<file path="config.mk">
export PLATFORM = sky130hd
export DESIGN_NAME = substring_replace_all_top
export DESIGN_NICKNAME = d
export VERILOG_FILES = /design/src/rtl/core/srpl_pkg.sv /design/src/rtl/core/srpl_window.sv /design/src/rtl/core/srpl_emit.sv /design/src/rtl/core/substring_replace_all_top.sv
export SDC_FILE = /design/constraint.sdc
export NUM_CORES = 1
export LEC_CHECK = 0
export ABC_AREA = 1
export BUFFER_PORTS_ARGS = -buffer_cell sky130_fd_sc_hd__buf_2
export CELL_PAD_IN_SITES_DETAIL_PLACEMENT = 1
export CELL_PAD_IN_SITES_GLOBAL_PLACEMENT = 2
export CORE_ASPECT_RATIO = 0.6
export CORE_UTILIZATION = 36
export DETAILED_ROUTE_END_ITERATION = 7
export PLACE_DENSITY = 0.8
export SLEW_MARGIN = 5
export SYNTH_ARGS = -nofsm -noshare
export SYNTH_HDL_FRONTEND = slang
export SYNTH_SLANG_ARGS = --single-unit
</file>
<file path="constraint.sdc">
create_clock -name clk -period 7.1 [get_ports clk]
set_clock_uncertainty 0.05 [all_clocks]
set_input_delay 0.71 -clock clk [delete_from_list [all_inputs] [get_ports clk]]
set_output_delay 0.71 -clock clk [all_outputs]
set_load 0.02 [all_outputs]
</file>
<file path="src/rtl/core/srpl_pkg.sv">
// Shared types and constants for the streaming pattern replace-all block.
// Used by srpl_window, srpl_emit and substring_replace_all_top; no dependencies.
`timescale 1ns / 1ps
`default_nettype none

package srpl_pkg;

  // character and register widths
  localparam int CHAR_W      = 8;
  localparam int LEN_W       = 4;
  localparam int BYTES_W     = 64;
  localparam int CFG_IDX_W   = 2;

  // window and replacement sizes
  localparam int MAX_PATTERN     = 8;
  localparam int MAX_REPLACEMENT = 8;
  localparam int PAT_LIM   = (MAX_PATTERN < 8) ? MAX_PATTERN : 8;
  localparam int REPL_LIM  = (MAX_REPLACEMENT < 8) ? MAX_REPLACEMENT : 8;
  localparam int RUN_DEPTH = (PAT_LIM > REPL_LIM) ? PAT_LIM : REPL_LIM;

  // counts reach one past the window depth before a shift
  localparam int CNT_W  = $clog2(RUN_DEPTH + 2);
  localparam int WIDX_W = (PAT_LIM > 1) ? $clog2(PAT_LIM) : 1;
  localparam int RIDX_W = (RUN_DEPTH > 1) ? $clog2(RUN_DEPTH) : 1;

  // configuration register indexes
  typedef enum logic [CFG_IDX_W-1:0] {
    CFG_PATTERN_LEN   = 2'd0,
    CFG_PATTERN_BYTES = 2'd1,
    CFG_REPL_LEN      = 2'd2,
    CFG_REPL_BYTES    = 2'd3
  } cfg_reg_e;

  // input item
  typedef struct packed {
    logic [CHAR_W-1:0] char_in;
    logic              char_present;
    logic              string_end;
  } in_item_t;

  // result item
  typedef struct packed {
    logic [CHAR_W-1:0] char_out;
    logic              char_valid;
    logic              string_end_out;
    logic              run_last;
  } out_item_t;

  // run of results caused by one input item
  typedef struct packed {
    logic [RUN_DEPTH-1:0][CHAR_W-1:0] chars;
    logic [CNT_W-1:0]                 count;
    logic                             bare;
    logic                             ends;
  } run_t;

endpackage

`default_nettype wire

</file>
<file path="src/rtl/core/srpl_window.sv">
// Match window: holds the recent characters, compares them with the pattern
// and builds the run of results for each accepted item. Depends on srpl_pkg.
`timescale 1ns / 1ps
`default_nettype none

module srpl_window (
  input  wire logic                          clk,
  input  wire logic                          rst,
  input  wire logic                          accept,
  input  wire srpl_pkg::in_item_t            item,
  input  wire logic                          clear,
  input  wire logic [srpl_pkg::CNT_W-1:0]    plen,
  input  wire logic [srpl_pkg::BYTES_W-1:0]  pattern,
  input  wire logic [srpl_pkg::CNT_W-1:0]    rlen,
  input  wire logic [srpl_pkg::BYTES_W-1:0]  repl,
  output srpl_pkg::run_t                     run
);

  logic [srpl_pkg::PAT_LIM-1:0][srpl_pkg::CHAR_W-1:0] window;
  logic [srpl_pkg::PAT_LIM-1:0][srpl_pkg::CHAR_W-1:0] window_next;
  logic [srpl_pkg::CNT_W-1:0]                         count;
  logic [srpl_pkg::CNT_W-1:0]                         count_next;

  logic [srpl_pkg::PAT_LIM-1:0][srpl_pkg::CHAR_W-1:0] wn;
  logic [srpl_pkg::PAT_LIM-1:0][srpl_pkg::CHAR_W-1:0] ws;
  logic [srpl_pkg::CNT_W-1:0]                         wcnt;
  logic [srpl_pkg::CNT_W-1:0]                         cnt1;
  logic                                               full;
  logic                                               match;

  // append the new character and compare with the pattern
  always_comb begin
    wcnt = (count > plen) ? plen : count;
    wn   = window;
    if (item.char_present && (wcnt < srpl_pkg::CNT_W'(srpl_pkg::PAT_LIM))) begin
      wn[wcnt[srpl_pkg::WIDX_W-1:0]] = item.char_in;
    end
    cnt1 = wcnt + srpl_pkg::CNT_W'(1);
    full = (cnt1 >= plen);
    match = 1'b1;
    for (int i = 0; i < srpl_pkg::PAT_LIM; i++) begin
      if ((srpl_pkg::CNT_W'(i) < plen) && (wn[i] != pattern[8*i +: 8])) begin
        match = 1'b0;
      end
    end
    // window with the oldest character shifted out
    ws = wn;
    for (int i = 0; i < srpl_pkg::PAT_LIM - 1; i++) begin
      ws[i] = wn[i+1];
    end
  end

  // pick the run source and the next window state
  always_comb begin
    run         = '0;
    run.ends    = item.string_end;
    window_next = window;
    count_next  = wcnt;
    if (item.char_present) begin
      if (plen == '0) begin
        // pass through
        run.chars[0] = item.char_in;
        run.count    = srpl_pkg::CNT_W'(1);
      end else if (full && match) begin
        // match: replacement text, window cleared
        for (int i = 0; i < srpl_pkg::RUN_DEPTH; i++) begin
          if (i < srpl_pkg::REPL_LIM) begin
            run.chars[i] = repl[8*i +: 8];
          end
        end
        run.count  = rlen;
        count_next = '0;
      end else if (full) begin
        // mismatch: oldest character out, or whole window on string end
        for (int i = 0; i < srpl_pkg::PAT_LIM; i++) begin
          run.chars[i] = wn[i];
        end
        run.count   = item.string_end ? cnt1 : srpl_pkg::CNT_W'(1);
        window_next = ws;
        count_next  = cnt1 - srpl_pkg::CNT_W'(1);
      end else begin
        // window still filling
        for (int i = 0; i < srpl_pkg::PAT_LIM; i++) begin
          run.chars[i] = wn[i];
        end
        run.count   = item.string_end ? cnt1 : '0;
        window_next = wn;
        count_next  = cnt1;
      end
    end else begin
      // bare item: flush only
      for (int i = 0; i < srpl_pkg::PAT_LIM; i++) begin
        run.chars[i] = window[i];
      end
      run.count = item.string_end ? wcnt : '0;
    end
    if (item.string_end) begin
      count_next = '0;
      if (run.count == '0) begin
        run.count = srpl_pkg::CNT_W'(1);
        run.bare  = 1'b1;
      end
    end
  end

  // window count, cleared by a pattern length write
  always_ff @(posedge clk) begin
    if (rst) begin
      count <= '0;
    end else if (clear) begin
      count <= '0;
    end else if (accept) begin
      count <= count_next;
    end
  end

  // window characters
  always_ff @(posedge clk) begin
    if (accept) begin
      window <= window_next;
    end
  end

endmodule

`default_nettype wire

</file>
<file path="src/rtl/core/srpl_emit.sv">
// Run buffer: holds the results of one item and hands them out one per cycle
// while result_stall is low. Depends on srpl_pkg.
`timescale 1ns / 1ps
`default_nettype none

module srpl_emit (
  input  wire logic               clk,
  input  wire logic               rst,
  input  wire logic               load,
  input  wire srpl_pkg::run_t     run_in,
  input  wire logic               result_stall,
  output srpl_pkg::out_item_t     result,
  output logic                    result_valid,
  output logic                    free
);

  srpl_pkg::run_t               run;
  logic [srpl_pkg::RIDX_W-1:0]  idx;
  logic                         busy;
  logic                         last;
  logic                         take;

  // current entry and handshake
  always_comb begin
    last   = (srpl_pkg::CNT_W'(idx) == (run.count - srpl_pkg::CNT_W'(1)));
    take   = busy && !result_stall;
    free   = !busy || (take && last);
    result_valid          = busy;
    result.char_out       = run.bare ? '0 : run.chars[idx];
    result.char_valid     = !run.bare;
    result.string_end_out = run.ends && last;
    result.run_last       = last;
  end

  // control state
  always_ff @(posedge clk) begin
    if (rst) begin
      busy <= 1'b0;
      idx  <= '0;
    end else if (load) begin
      busy <= 1'b1;
      idx  <= '0;
    end else if (take) begin
      if (last) begin
        busy <= 1'b0;
      end else begin
        idx <= idx + srpl_pkg::RIDX_W'(1);
      end
    end
  end

  // run payload
  always_ff @(posedge clk) begin
    if (load) begin
      run <= run_in;
    end
  end

endmodule

`default_nettype wire

</file>
<file path="src/rtl/core/substring_replace_all_top.sv">
// Streaming pattern replace-all. One byte per item, with an end-of-string mark.
// Every leftmost, non-overlapping occurrence of the pattern (pattern_len bytes,
// up to 8) is replaced by repl_len bytes of repl_bytes; unmatched characters
// come out in order, and the string end flushes the window and marks the last
// result (a bare result with char_valid low if no character carries it).
// An item is taken into the window and its results are loaded into the run
// buffer in the same cycle; they appear in the cycle after and leave one per
// cycle while result_stall is low. With zero or one result per item the block
// runs at one item per cycle while result_stall is low; an item with more
// results holds the input until the run buffer that serializes them is free.
// Configure only while idle; a pattern_len write empties the window.
// Depends on srpl_pkg, srpl_window and srpl_emit.
`timescale 1ns / 1ps
`default_nettype none

module substring_replace_all_top (
  input  wire logic                              clk,
  input  wire logic                              rst,
  input  wire logic                              feed_valid,
  output logic                                   feed_stall,
  input  wire srpl_pkg::in_item_t                feed,
  output logic                                   result_valid,
  input  wire logic                              result_stall,
  output srpl_pkg::out_item_t                    result,
  input  wire logic                              cfg_we,
  input  wire logic [srpl_pkg::CFG_IDX_W-1:0]    cfg_index,
  input  wire logic [srpl_pkg::BYTES_W-1:0]      cfg_data
);

  logic [srpl_pkg::LEN_W-1:0]    pattern_len;
  logic [srpl_pkg::BYTES_W-1:0]  pattern_bytes;
  logic [srpl_pkg::LEN_W-1:0]    repl_len;
  logic [srpl_pkg::BYTES_W-1:0]  repl_bytes;
  logic [srpl_pkg::CNT_W-1:0]    plen;
  logic [srpl_pkg::CNT_W-1:0]    rlen;
  logic                          clear;
  logic                          accept;
  logic                          load;
  logic                          free;
  srpl_pkg::run_t                run;

  // configuration registers
  always_ff @(posedge clk) begin
    if (rst) begin
      pattern_len   <= '0;
      pattern_bytes <= '0;
      repl_len      <= '0;
      repl_bytes    <= '0;
    end else if (cfg_we) begin
      unique case (cfg_index)
        srpl_pkg::CFG_PATTERN_LEN:   pattern_len   <= cfg_data[srpl_pkg::LEN_W-1:0];
        srpl_pkg::CFG_PATTERN_BYTES: pattern_bytes <= cfg_data;
        srpl_pkg::CFG_REPL_LEN:      repl_len      <= cfg_data[srpl_pkg::LEN_W-1:0];
        srpl_pkg::CFG_REPL_BYTES:    repl_bytes    <= cfg_data;
        default: ;
      endcase
    end
  end

  // clamp lengths to the supported sizes
  always_comb begin
    plen = (pattern_len > srpl_pkg::LEN_W'(srpl_pkg::PAT_LIM))
         ? srpl_pkg::CNT_W'(srpl_pkg::PAT_LIM) : srpl_pkg::CNT_W'(pattern_len);
    rlen = (repl_len > srpl_pkg::LEN_W'(srpl_pkg::REPL_LIM))
         ? srpl_pkg::CNT_W'(srpl_pkg::REPL_LIM) : srpl_pkg::CNT_W'(repl_len);
    clear = cfg_we && (cfg_index == srpl_pkg::CFG_PATTERN_LEN);
  end

  // input handshake
  assign feed_stall = !free;
  assign accept     = feed_valid && !feed_stall;
  assign load       = accept && (run.count != '0);

  srpl_window u_window (
    .clk     (clk),
    .rst     (rst),
    .accept  (accept),
    .item    (feed),
    .clear   (clear),
    .plen    (plen),
    .pattern (pattern_bytes),
    .rlen    (rlen),
    .repl    (repl_bytes),
    .run     (run)
  );

  srpl_emit u_emit (
    .clk          (clk),
    .rst          (rst),
    .load         (load),
    .run_in       (run),
    .result_stall (result_stall),
    .result       (result),
    .result_valid (result_valid),
    .free         (free)
  );

`ifndef NO_ASSERTIONS
  // input only waits behind a pending result
  a_stall_has_result: assert property (@(posedge clk) disable iff (rst)
    feed_stall |-> result_valid)
    else $error("input stalled with no pending result");

  // string end only on the last result of a run
  a_end_is_last: assert property (@(posedge clk) disable iff (rst)
    (result_valid && result.string_end_out) |-> result.run_last)
    else $error("string end before the end of a run");

  // a bare result is an end mark with a zero character
  a_bare_end: assert property (@(posedge clk) disable iff (rst)
    (result_valid && !result.char_valid) |->
      (result.string_end_out && (result.char_out == '0)))
    else $error("bare result without end mark");

  // a run continues after a non-final result is taken
  a_run_continues: assert property (@(posedge clk) disable iff (rst)
    (result_valid && !result_stall && !result.run_last) |=> result_valid)
    else $error("run ended early");
`endif

endmodule

`default_nettype wire
</file>
==> impl_metrics.json, run 1 <==
{
  "status": "completed",
  "async_reset_ff_frac": 0,
  "cts_sinks": 278,
  "drt_iter0_markers": 1192,
  "grt_usage": 0.271,
  "placementRows": 57,
  "fin_crit_ps": 6190,
  "dp_cells": 2554,
  "yosys_most_used_dff": "dfxtp_1",
  "die_width_um": 265,
  "clockBufferDepth": 3,
  "hold_path_depth": 2,
  "ys_seq_area_frac": 0.463,
  "crit_fanout": 70,
  "ys_top_cells_by_count": "nand2_1 (412), o21ai_0 (349), inv_1 (247), a21oi_1 (178), nor2_1 (163)",
  "hold_slack_ps": 267,
  "hp-class": "input pin to register",
  "final_area_mm2": 0.0166,
  "stdcell_count": 2609,
  "dpl.hpwl_um": 40300,
  "yosysMostFrequentCell": "nand2_1",
  "clk_pin_slew_ps": 70,
  "slowest_stage": "nor2_4",
  "wirelength_um": 57600,
  "drv_slew": 0,
  "netlist_instances": 2026,
  "fin_nets": 2146,
  "seq_area_mm2": 0.00691,
  "fin_crit_sh": 0.872,
  "endpoint_kind": "register",
  "drtPass1Iterations": 5,
  "power.leakage_nw": 7.07,
  "antenna_found_initial": 2,
  "relSlewSlack": 0.265,
  "cpMostUsedCell": "nand2_1",
  "ys_warn_count": 0,
  "cts_tree": "done",
  "fp.dieH_um": 160,
  "area_delta_synth_final_pct": 11.6,
  "io_buffers": 93,
  "cts_resized": 0,
  "dieArea_mm2": 0.0423,
  "placeableCoreArea_mm2": 0.0407,
  "cts_setup_buffers": 0,
  "routabilityCongestion": 0.904,
  "drcViolationCount": 0,
  "drive_above_1_share": 0.0896,
  "synth_edf_count": 134,
  "min_from": "rst",
  "clk_latency_ps": 590,
  "vias_per_cell": 5.46,
  "grt_setup_unrepaired": "no",
  "min_to": "u_emit.result_valid",
  "irDropWorstVdd_mv": 0.151,
  "finalSetupTns_ps": 0,
  "grt_pass1_wl_um": 86900,
  "required_ps": 7280,
  "avgSynthCellArea_um2": 7.36,
  "cpPeakStageDelay_ps": 600,
  "grt_max_degree": 95,
  "startpoint": "pattern_len[3]",
  "finalWorstSetupSlack_ps": 910,
  "r2r_end": "u_emit.run[51]",
  "hold_viol_final": 0,
  "ioPinCount": 94,
  "synth.area.top_cells": "edfxtp_1 (27%), dfxtp_1 (19%), o21ai_0 (12%), nand2_1 (10%), inv_1 (6.2%)",
  "pre_cts_ws_ps": 1090,
  "critPathKind": "register to register",
  "worstSetupStartpointType": "register",
  "finalSetupViolCount": 0,
  "grt_remaining_overflow": 0,
  "syn_area_mm2": 0.0149,
  "cts_root_buffer": "clkbuf_16",
  "final_antenna_net_count": 0,
  "cts_max_level": 1,
  "synthDistinctLibCells": 37,
  "worst_ep_arrival_time_ps": 6370,
  "vias": 14233,
  "place_area_mm2": 0.0158,
  "max_slew.worst_pin.slew_ps": 1100,
  "wl_per_cell_um": 22.1,
  "syn_nets": 2118,
  "r2r-start": "pattern_len[3]",
  "yosys.area.top_type": "edfxtp_1",
  "grt_pass1_vias": 13953,
  "synth_top_area_frac": 0.270,
  "synth_seq_cells": 278,
  "multi_input_area_mm2": 0.00662,
  "start_util": 0.367,
  "reg2reg_slack_ps": 910,
  "cellPowerDensity_mw_per_mm2": 273,
  "fillers": 5062,
  "maxCapViolations": 0,
  "fmax_ghz": 0.162,
  "r2r_cells": 32,
  "ctsHoldBuffers": 0,
  "cts_made_buffers": 29
}
==> state kept, by name (all words and copies together), names as in the netlist <==
name	flops
pattern_bytes	64
pattern_len	4
repl_bytes	64
repl_len	4
u_emit.idx	3
u_emit.result_valid	1
u_emit.run	70
u_window.count	4
u_window.window	64
==> worst max-delay path, delay by kind of cell, from the launching register on <==
| family | cells | cell delay, ps |
|---|---|---|
| flops | 1 | 390 |
| fa+ha+maj | 1 | 330 |
| simple gates | 28 | 4390 |
| buf+inv | 3 | 510 |
==> through the flow <==
step	total power [mW]	utilization
4_1_cts	4.56	0.409
3_3_place_gp	3.03	0.388
6_report	4.54	0.409
3_5_place_dp	3.06	0.388
2_1_floorplan	2.64	-
5_1_grt	4.76	0.409
==> layer usage <==
layer | track usage | wire [um] | up-vias | share of wire
met4 | 0.0809 | 1700 | 0 | 0.030
li1 | - | - | 6806 | -
met1 | 0.408 | 28400 | 6907 | 0.49
met5 | 0 | 0 | - | 0
met2 | 0.396 | 23600 | 427 | 0.41
met3 | 0.0453 | 3900 | 93 | 0.068
==> cells in the final DEF, fill, tap and decap left out, drive strengths merged <==
master  Yosys  final
a21oi     178    178
or2         1      1
ha         11     11
o22ai       9      9
a32o        1      1
buf        32    111
nand2     424    424
nand4       4      4
clkinv      1      8
diode       0      1
clkbuf     82     46
inv       249    249
o211ai      4      4
o21ai     378    378
nand3b     25     25
o32ai       1      1
nor3        1      1
dfxtp     144    144
edfxtp    134    134
xor2       11     11
nor2      171    171
o221ai      3      3
bufinv      0      1
xnor2       1      1
nand3     150    150
a31oi      11     11
==> how the worst max path moves through the flow <==
stage	endpoint
after floorplan	u_emit.run[0]
after global placement	u_emit.run[44]
after detailed placement	u_emit.run[65]
after CTS	u_emit.run[68]
after global routing	u_emit.run[68]
final	u_emit.run[51]
==> final cells by class <==
class	instances	area share
multi-input combinational	1384	0.398
timing repair buffer	111	0.0376
clock inverter	8	0.00398
sequential	278	0.415
inverter	250	0.0565
antenna	1	0.000150
tap	531	0.0399
clock buffer	46	0.0492
==> where the power goes <==
| part | switching, mW | internal (mW) |
|---|---|---|
| sequential | 0.0574 | 1.85 |
| clock | 0.680 | 0.823 |
| combinational | 0.847 | 0.282 |
| total | 1.58 | 2.96 |
==> cell families after synthesis <==
family                     synth area share
and+or+nand+nor                       0.224
xor gates and xnor gates            0.00705
adders and majority gates           0.00923
DFF                                   0.463
AOI/OAI and AO/OA                     0.201
buffers and inverters                0.0957
No activity file was read; power rests on OpenSTA's default activity.
==> run 2: changes to the inputs <==
- ABC_AREA: 1 -> not set
- CORE_UTILIZATION: 36 -> 39
- PLACE_DENSITY: 0.8 -> 0.79
==> impl_metrics.json, run 2 <==
{
  "status": "completed",
  "fin_crit_ps": 6670,
  "synthMuxAreaShare": 0.116,
  "finalSetupTns_ps": 0,
  "fillers": 4036,
  "ys_seq_area_frac": 0.482,
  "critPathKind": "register to register",
  "r2r-start": "pattern_len[3]",
  "fin_crit_sh": 0.940,
  "synth.area.top_cells": "edfxtp_1 (28%), dfxtp_1 (20%), nand2_1 (8.6%), mux2i_1 (8.0%), a21oi_1 (6.0%)",
  "max_slew.worst_pin.slew_ps": 1250,
  "yosysMostFrequentCell": "nand2_1",
  "cell_internal_pwr_mw": 2.81,
  "hp-class": "input pin to register",
  "ys_top_cells_by_count": "nand2_1 (327), a21oi_1 (171), dfxtp_1 (144), edfxtp_1 (134), mux2i_1 (114)",
  "drv_slew": 0,
  "pwr-share-comb": 0.143,
  "synth_xor_area_frac": 0.0379,
  "placementRows": 53,
  "worst_ep_arrival_time_ps": 6810,
  "dieArea_mm2": 0.0375,
  "diodes": 0,
  "largest_reg_flops": 70,
  "fp.dieH_um": 150,
  "ys_warn_count": 0,
  "finalSetupViolCount": 0,
  "maxCapViolations": 0,
  "synth_fa_ha_area_frac": 0.00960,
  "finalWorstSetupSlack_ps": 429,
  "cts_max_level": 1,
  "required_ps": 7240,
  "grt_setup_unrepaired": "no",
  "antenna_found_initial": 0,
  "ctsHoldBuffers": 0,
  "grt_usage": 0.276,
  "layout_common_cells": "nand2_1 (326), a21oi_1 (169), dfxtp_1 (144), edfxtp_1 (134), mux2i_1 (114)",
  "area_delta_synth_final_pct": 12.8,
  "routabilityCongestion": 0.881,
  "final_antenna_net_count": 0,
  "stdcell_count": 2036,
  "share_seq_of_total_power": 0.463,
  "dpl.hpwl_um": 36000,
  "synthDistinctLibCells": 80,
  "avgSynthCellArea_um2": 9.53,
  "hold_viol_final": 0,
  "netlist_instances": 1504,
  "vias": 12138,
  "ioPinCount": 94,
  "io_buffers": 93,
  "fin_nets": 1639,
  "grt_pass1_vias": 11850,
  "worstSetupStartpointType": "register",
  "async_reset_ff_frac": 0,
  "drt_iter0_markers": 1281,
  "die_width_um": 249,
  "placeableCoreArea_mm2": 0.0356,
  "wirelength_um": 51800,
  "cpMostUsedCell": "buf_4",
  "clk_pin_slew_ps": 70,
  "drcViolationCount": 0,
  "min_from": "cfg_data[23]",
  "yosys_most_used_dff": "dfxtp_1",
  "fmax_ghz": 0.150,
  "grt_max_degree": 102,
  "startpoint": "pattern_len[3]",
  "clkPwrFrac": 0.394,
  "drive_above_1_share": 0.141,
  "irDropWorstVdd_mv": 0.161,
  "cts_made_buffers": 28,
  "cts_setup_buffers": 0,
  "clockBufferDepth": 3,
  "power.net_switching_mw": 1.08,
  "power.leakage_nw": 5.88,
  "syn_nets": 1596,
  "p_sw_frac": 0.278,
  "grt_remaining_overflow": 0,
  "pre_cts_ws_ps": 579,
  "dp_cells": 1984,
  "crit_fanout": 48,
  "mostFrequentLayoutCell": "nand2_1",
  "synth_top_family_by_area": "compound AO/OA/AOI/OAI gates",
  "cts_tree": "done",
  "drtPass1Iterations": 5,
  "relSlewSlack": 0.167,
  "power_mw": 3.89,
  "clk_latency_ps": 580,
  "endpoint_kind": "register",
  "cts_sinks": 278,
  "start_util": 0.402,
  "largest-register": "u_emit.run",
  "synth_top_area_frac": 0.281,
  "synth_edf_count": 134,
  "yosys.area.top_type": "edfxtp_1",
  "synth_compound_area_frac": 0.174,
  "worstPathCellList": "inv_2 > nand2_1 > ha_1 > nor2b_4 > o211ai_1 > a211oi_1 > a21oi_1 > mux2i_1 > xnor2_1 > nor4_1 > a21boi_0 > o32ai_2 > and2_0 > buf_4 > nor3_4 > buf_4",
  "cts_resized": 0,
  "syn_area_mm2": 0.0143,
  "grt_pass1_wl_um": 77700,
  "synth_simple_gate_area_share": 0.137,
  "cts_root_buffer": "clkbuf_16",
  "slowest_stage": "a21oi_1",
  "cpPeakStageDelay_ps": 980,
  "synth_seq_cells": 278,
  "cellPowerDensity_mw_per_mm2": 241,
  "vias_per_cell": 5.96,
  "wl_per_cell_um": 25.4
}
-- run 2: cell types whose count changed after synthesis, moves of 16 or more --
cell / before / now
o21ai_0: 349 / 61
inv_1: 247 / 49
nand3_1: 147 / 11
mux2i_1: 0 / 114
nor2_1: 163 / 61
nand2_1: 412 / 327
o2bb2ai_1: 0 / 50
xnor2_1: 1 / 27
o21ai_1: 27 / 2
o22ai_1: 9 / 33
xor2_1: 11 / 35
nand3b_1: 25 / 2
mux4_2: 0 / 16
-- run 2: final timing paths --
kind	endpoint	slack, ps	depth (start not counted)
max	u_window.window[2]	430	16
min	pattern_bytes[23]	330	3
max reg2reg	u_window.window[2]	430	16
min reg2reg	repl_bytes[25]	400	2
-- run 2: worst max-delay path, delay by kind of cell, from the launching register on --
family,cells,cell delay [ps]
AOI/OAI and AO/OA,5,2140
buffers and inverters,3,1040
xor gates and xnor gates,1,190
adders and majority gates,1,280
DFF,1,550
muxes,1,530
and+or+nand+nor,5,1410
-- run 2: cell type report --
| class | count | area, um2 | area share |
|---|---|---|---|
| sequential | 278 | 6910 | 0.427 |
| timing repair buffer | 118 | 681 | 0.0421 |
| multi-input combinational | 1068 | 6850 | 0.424 |
| tap | 467 | 584 | 0.0361 |
| clock inverter | 15 | 135 | 0.00836 |
| clock buffer | 37 | 807 | 0.0499 |
| inverter | 53 | 199 | 0.0123 |
-- run 2: routing by layer --
layer	vias up	GRT usage	part of all wire
met5	-	0	0
met4	0	0.0593	0.021
met3	65	0.0494	0.072
met2	436	0.391	0.40
met1	6148	0.429	0.50
li1	5489	-	-
-- run 2: power groups by stage --
stage,Combinational [mW],Sequential [mW],Clock (mW)
after floorplan,0.361,1.81,0
after global routing,0.601,1.81,1.62
after detailed placement,0.551,1.83,0
after global placement,0.544,1.83,0
after CTS,0.554,1.80,1.56
final,0.558,1.80,1.53
-- run 2: per-stage QoR --
stage | area (um2) | utilization | hold WS, ps
after floorplan | 14300 | - | 383
after global placement | 15200 | 0.427 | 393
after detailed placement | 15200 | 0.427 | 397
after CTS | 16200 | 0.454 | 305
after global routing | 16200 | 0.454 | 317
final | 16200 | 0.454 | 326
-- run 2: kinds of logic (layout without fill, tap and decap cells) --
logic type               after synthesis  count (layout)
AND/OR/NAND/NOR                      460             460
AO/OA/AOI/OAI                        393             393
flip-flops                           278             278
buffers and inverters                158             223
multiplexers                         142             142
XOR/XNOR                              62              62
adder cells (fa/ha/maj)               11              11
==> run 3: changes to the inputs <==
- PLACE_DENSITY: 0.79 -> 0.82
==> impl_metrics.json, run 3 (synthesis results as in run 2) <==
{
  "status": "completed",
  "fin_crit_ps": 6680,
  "routabilityCongestion": 0.893,
  "cts_tree": "done",
  "ioPinCount": 94,
  "io_buffers": 93,
  "worstPathCellList": "inv_2 > nand2_1 > ha_1 > nor2b_4 > o211a_1 > o21ai_4 > mux2i_1 > buf_4 > mux2i_1 > o22ai_1 > o41ai_2 > a31oi_1 > nor4b_2 > and2_1 > a311oi_2 > nand2b_1 > a21oi_4 > buf_4",
  "cts_made_buffers": 28,
  "dieArea_mm2": 0.0375,
  "startpoint": "pattern_len[3]",
  "placementRows": 53,
  "hold_viol_final": 0,
  "fillers": 4002,
  "drt_iter0_markers": 1348,
  "drtPass1Iterations": 5,
  "ctsHoldBuffers": 0,
  "mostFrequentLayoutCell": "nand2_1",
  "irDropWorstVdd_mv": 0.162,
  "cts_sinks": 278,
  "final_antenna_net_count": 0,
  "largest_reg_flops": 70,
  "crit_fanout": 38,
  "relSlewSlack": 0.160,
  "required_ps": 7240,
  "wl_per_cell_um": 25.6,
  "worst_ep_arrival_time_ps": 6820,
  "cpPeakStageDelay_ps": 580,
  "critPathKind": "register to register",
  "grt_pass1_wl_um": 78200,
  "area_delta_synth_final_pct": 12.9,
  "r2r_cells": 18,
  "clk_pin_slew_ps": 70,
  "vias_per_cell": 5.97,
  "cellPowerDensity_mw_per_mm2": 243,
  "cp-endpoint": "u_emit.run[59]",
  "cts_setup_buffers": 0,
  "clockBufferDepth": 3,
  "vias": 12180,
  "clk_latency_ps": 570,
  "grt_remaining_overflow": 0,
  "cp_top_family": "compound AO/OA/AOI/OAI gates",
  "drcViolationCount": 0,
  "finalSetupViolCount": 0,
  "power.leakage_nw": 5.88,
  "cts_resized": 0,
  "r2r-start": "pattern_len[3]",
  "wirelength_um": 52300,
  "worstSetupStartpointType": "register",
  "grt_max_degree": 81,
  "reg2reg_slack_ps": 420,
  "endpoint_kind": "register",
  "die_width_um": 249,
  "grt_usage": 0.280,
  "r2r_end": "u_emit.run[59]",
  "dpl.hpwl_um": 36400,
  "cts_root_buffer": "clkbuf_16",
  "diodes": 0,
  "fp.dieH_um": 150,
  "worst-path-buf-inv": 3,
  "start_util": 0.402,
  "fin_nets": 1642,
  "maxCapViolations": 0,
  "fin_crit_sh": 0.941,
  "largest-register": "u_emit.run",
  "cts_max_level": 1,
  "power_mw": 3.93,
  "drive_above_1_share": 0.142,
  "cp_num_cells": 18,
  "finalSetupTns_ps": 0,
  "fmax_ghz": 0.150,
  "grt_pass1_vias": 11992,
  "grt_setup_unrepaired": "no",
  "max_slew.worst_pin.slew_ps": 1250,
  "antenna_found_initial": 1,
  "min_from": "cfg_data[13]",
  "placeableCoreArea_mm2": 0.0356,
  "hp-class": "input pin to register",
  "layout_common_cells": "nand2_1 (326), a21oi_1 (169), dfxtp_1 (144), edfxtp_1 (134), mux2i_1 (114)",
  "slowest_stage": "nor4b_2",
  "drv_slew": 0
}
==> run 3: cell count changes in the layout (fill, tap and decap cells not counted), moves of 2 or more <==
cell        before  now
clkinv_2         6    3
clkinv_1         3    1
buf_12           2    0
buf_4           24   29
clkbuf_1         4    8
clkinvlp_4       1    3
==> run 3: worst min-delay path by stage <==
stage / end / slack (ps) / depth (start not counted)
after floorplan: repl_bytes[10] / 380 / 2
after global placement: pattern_bytes[59] / 390 / 2
after detailed placement: pattern_bytes[27] / 400 / 2
after CTS: repl_bytes[11] / 320 / 3
after global routing: pattern_bytes[35] / 340 / 3
final: pattern_bytes[13] / 340 / 3
==> run 3: through the flow <==
stage                      util  area (um2)  std cells  hold slack, ps  worst slack, ps
after global placement    0.427       15200       1987             391              787
after floorplan               -       14300       1504             383              366
after global routing      0.454       16200       2039             337             58.6
final                     0.454       16200       2039             341              420
after detailed placement  0.427       15200       1987             402              450
after CTS                 0.454       16200       2039             319              410
==> run 3: cell type report <==
cell class / count / area (um2) / share of cell area
Timing Repair Buffer: 121 / 678 / 0.0419
Clock buffer: 40 / 808 / 0.0500
Tap cell: 467 / 584 / 0.0361
Clock inverter: 12 / 145 / 0.00897
Inverter: 53 / 199 / 0.0123
Multi-Input combinational cell: 1068 / 6850 / 0.424
Sequential cell: 278 / 6910 / 0.427
==> run 3: per-layer routing <==
metal  vias up  GRT usage  routed length, um
met5         -          0                  0
met4         0     0.0620               1020
met3        67     0.0609               4220
met2       449      0.402              21400
met1      6170      0.424              25700
li1       5494          -                  -
==> run 3: where the power goes <==
part	internal (mW)	total (mW)	leakage [nW]	switching, mW
clock	0.902	1.57	0.454	0.664
sequential	1.76	1.80	2.42	0.0445
combinational	0.179	0.559	3.01	0.379
total	2.84	3.93	5.88	1.09
==> run 3: worst min-delay path: cells and delay by family <==
family                 cells  cell delay [ps]
and+or+nand+nor            1               50
AOI/OAI and AO/OA          1               50
buffers and inverters      1              100
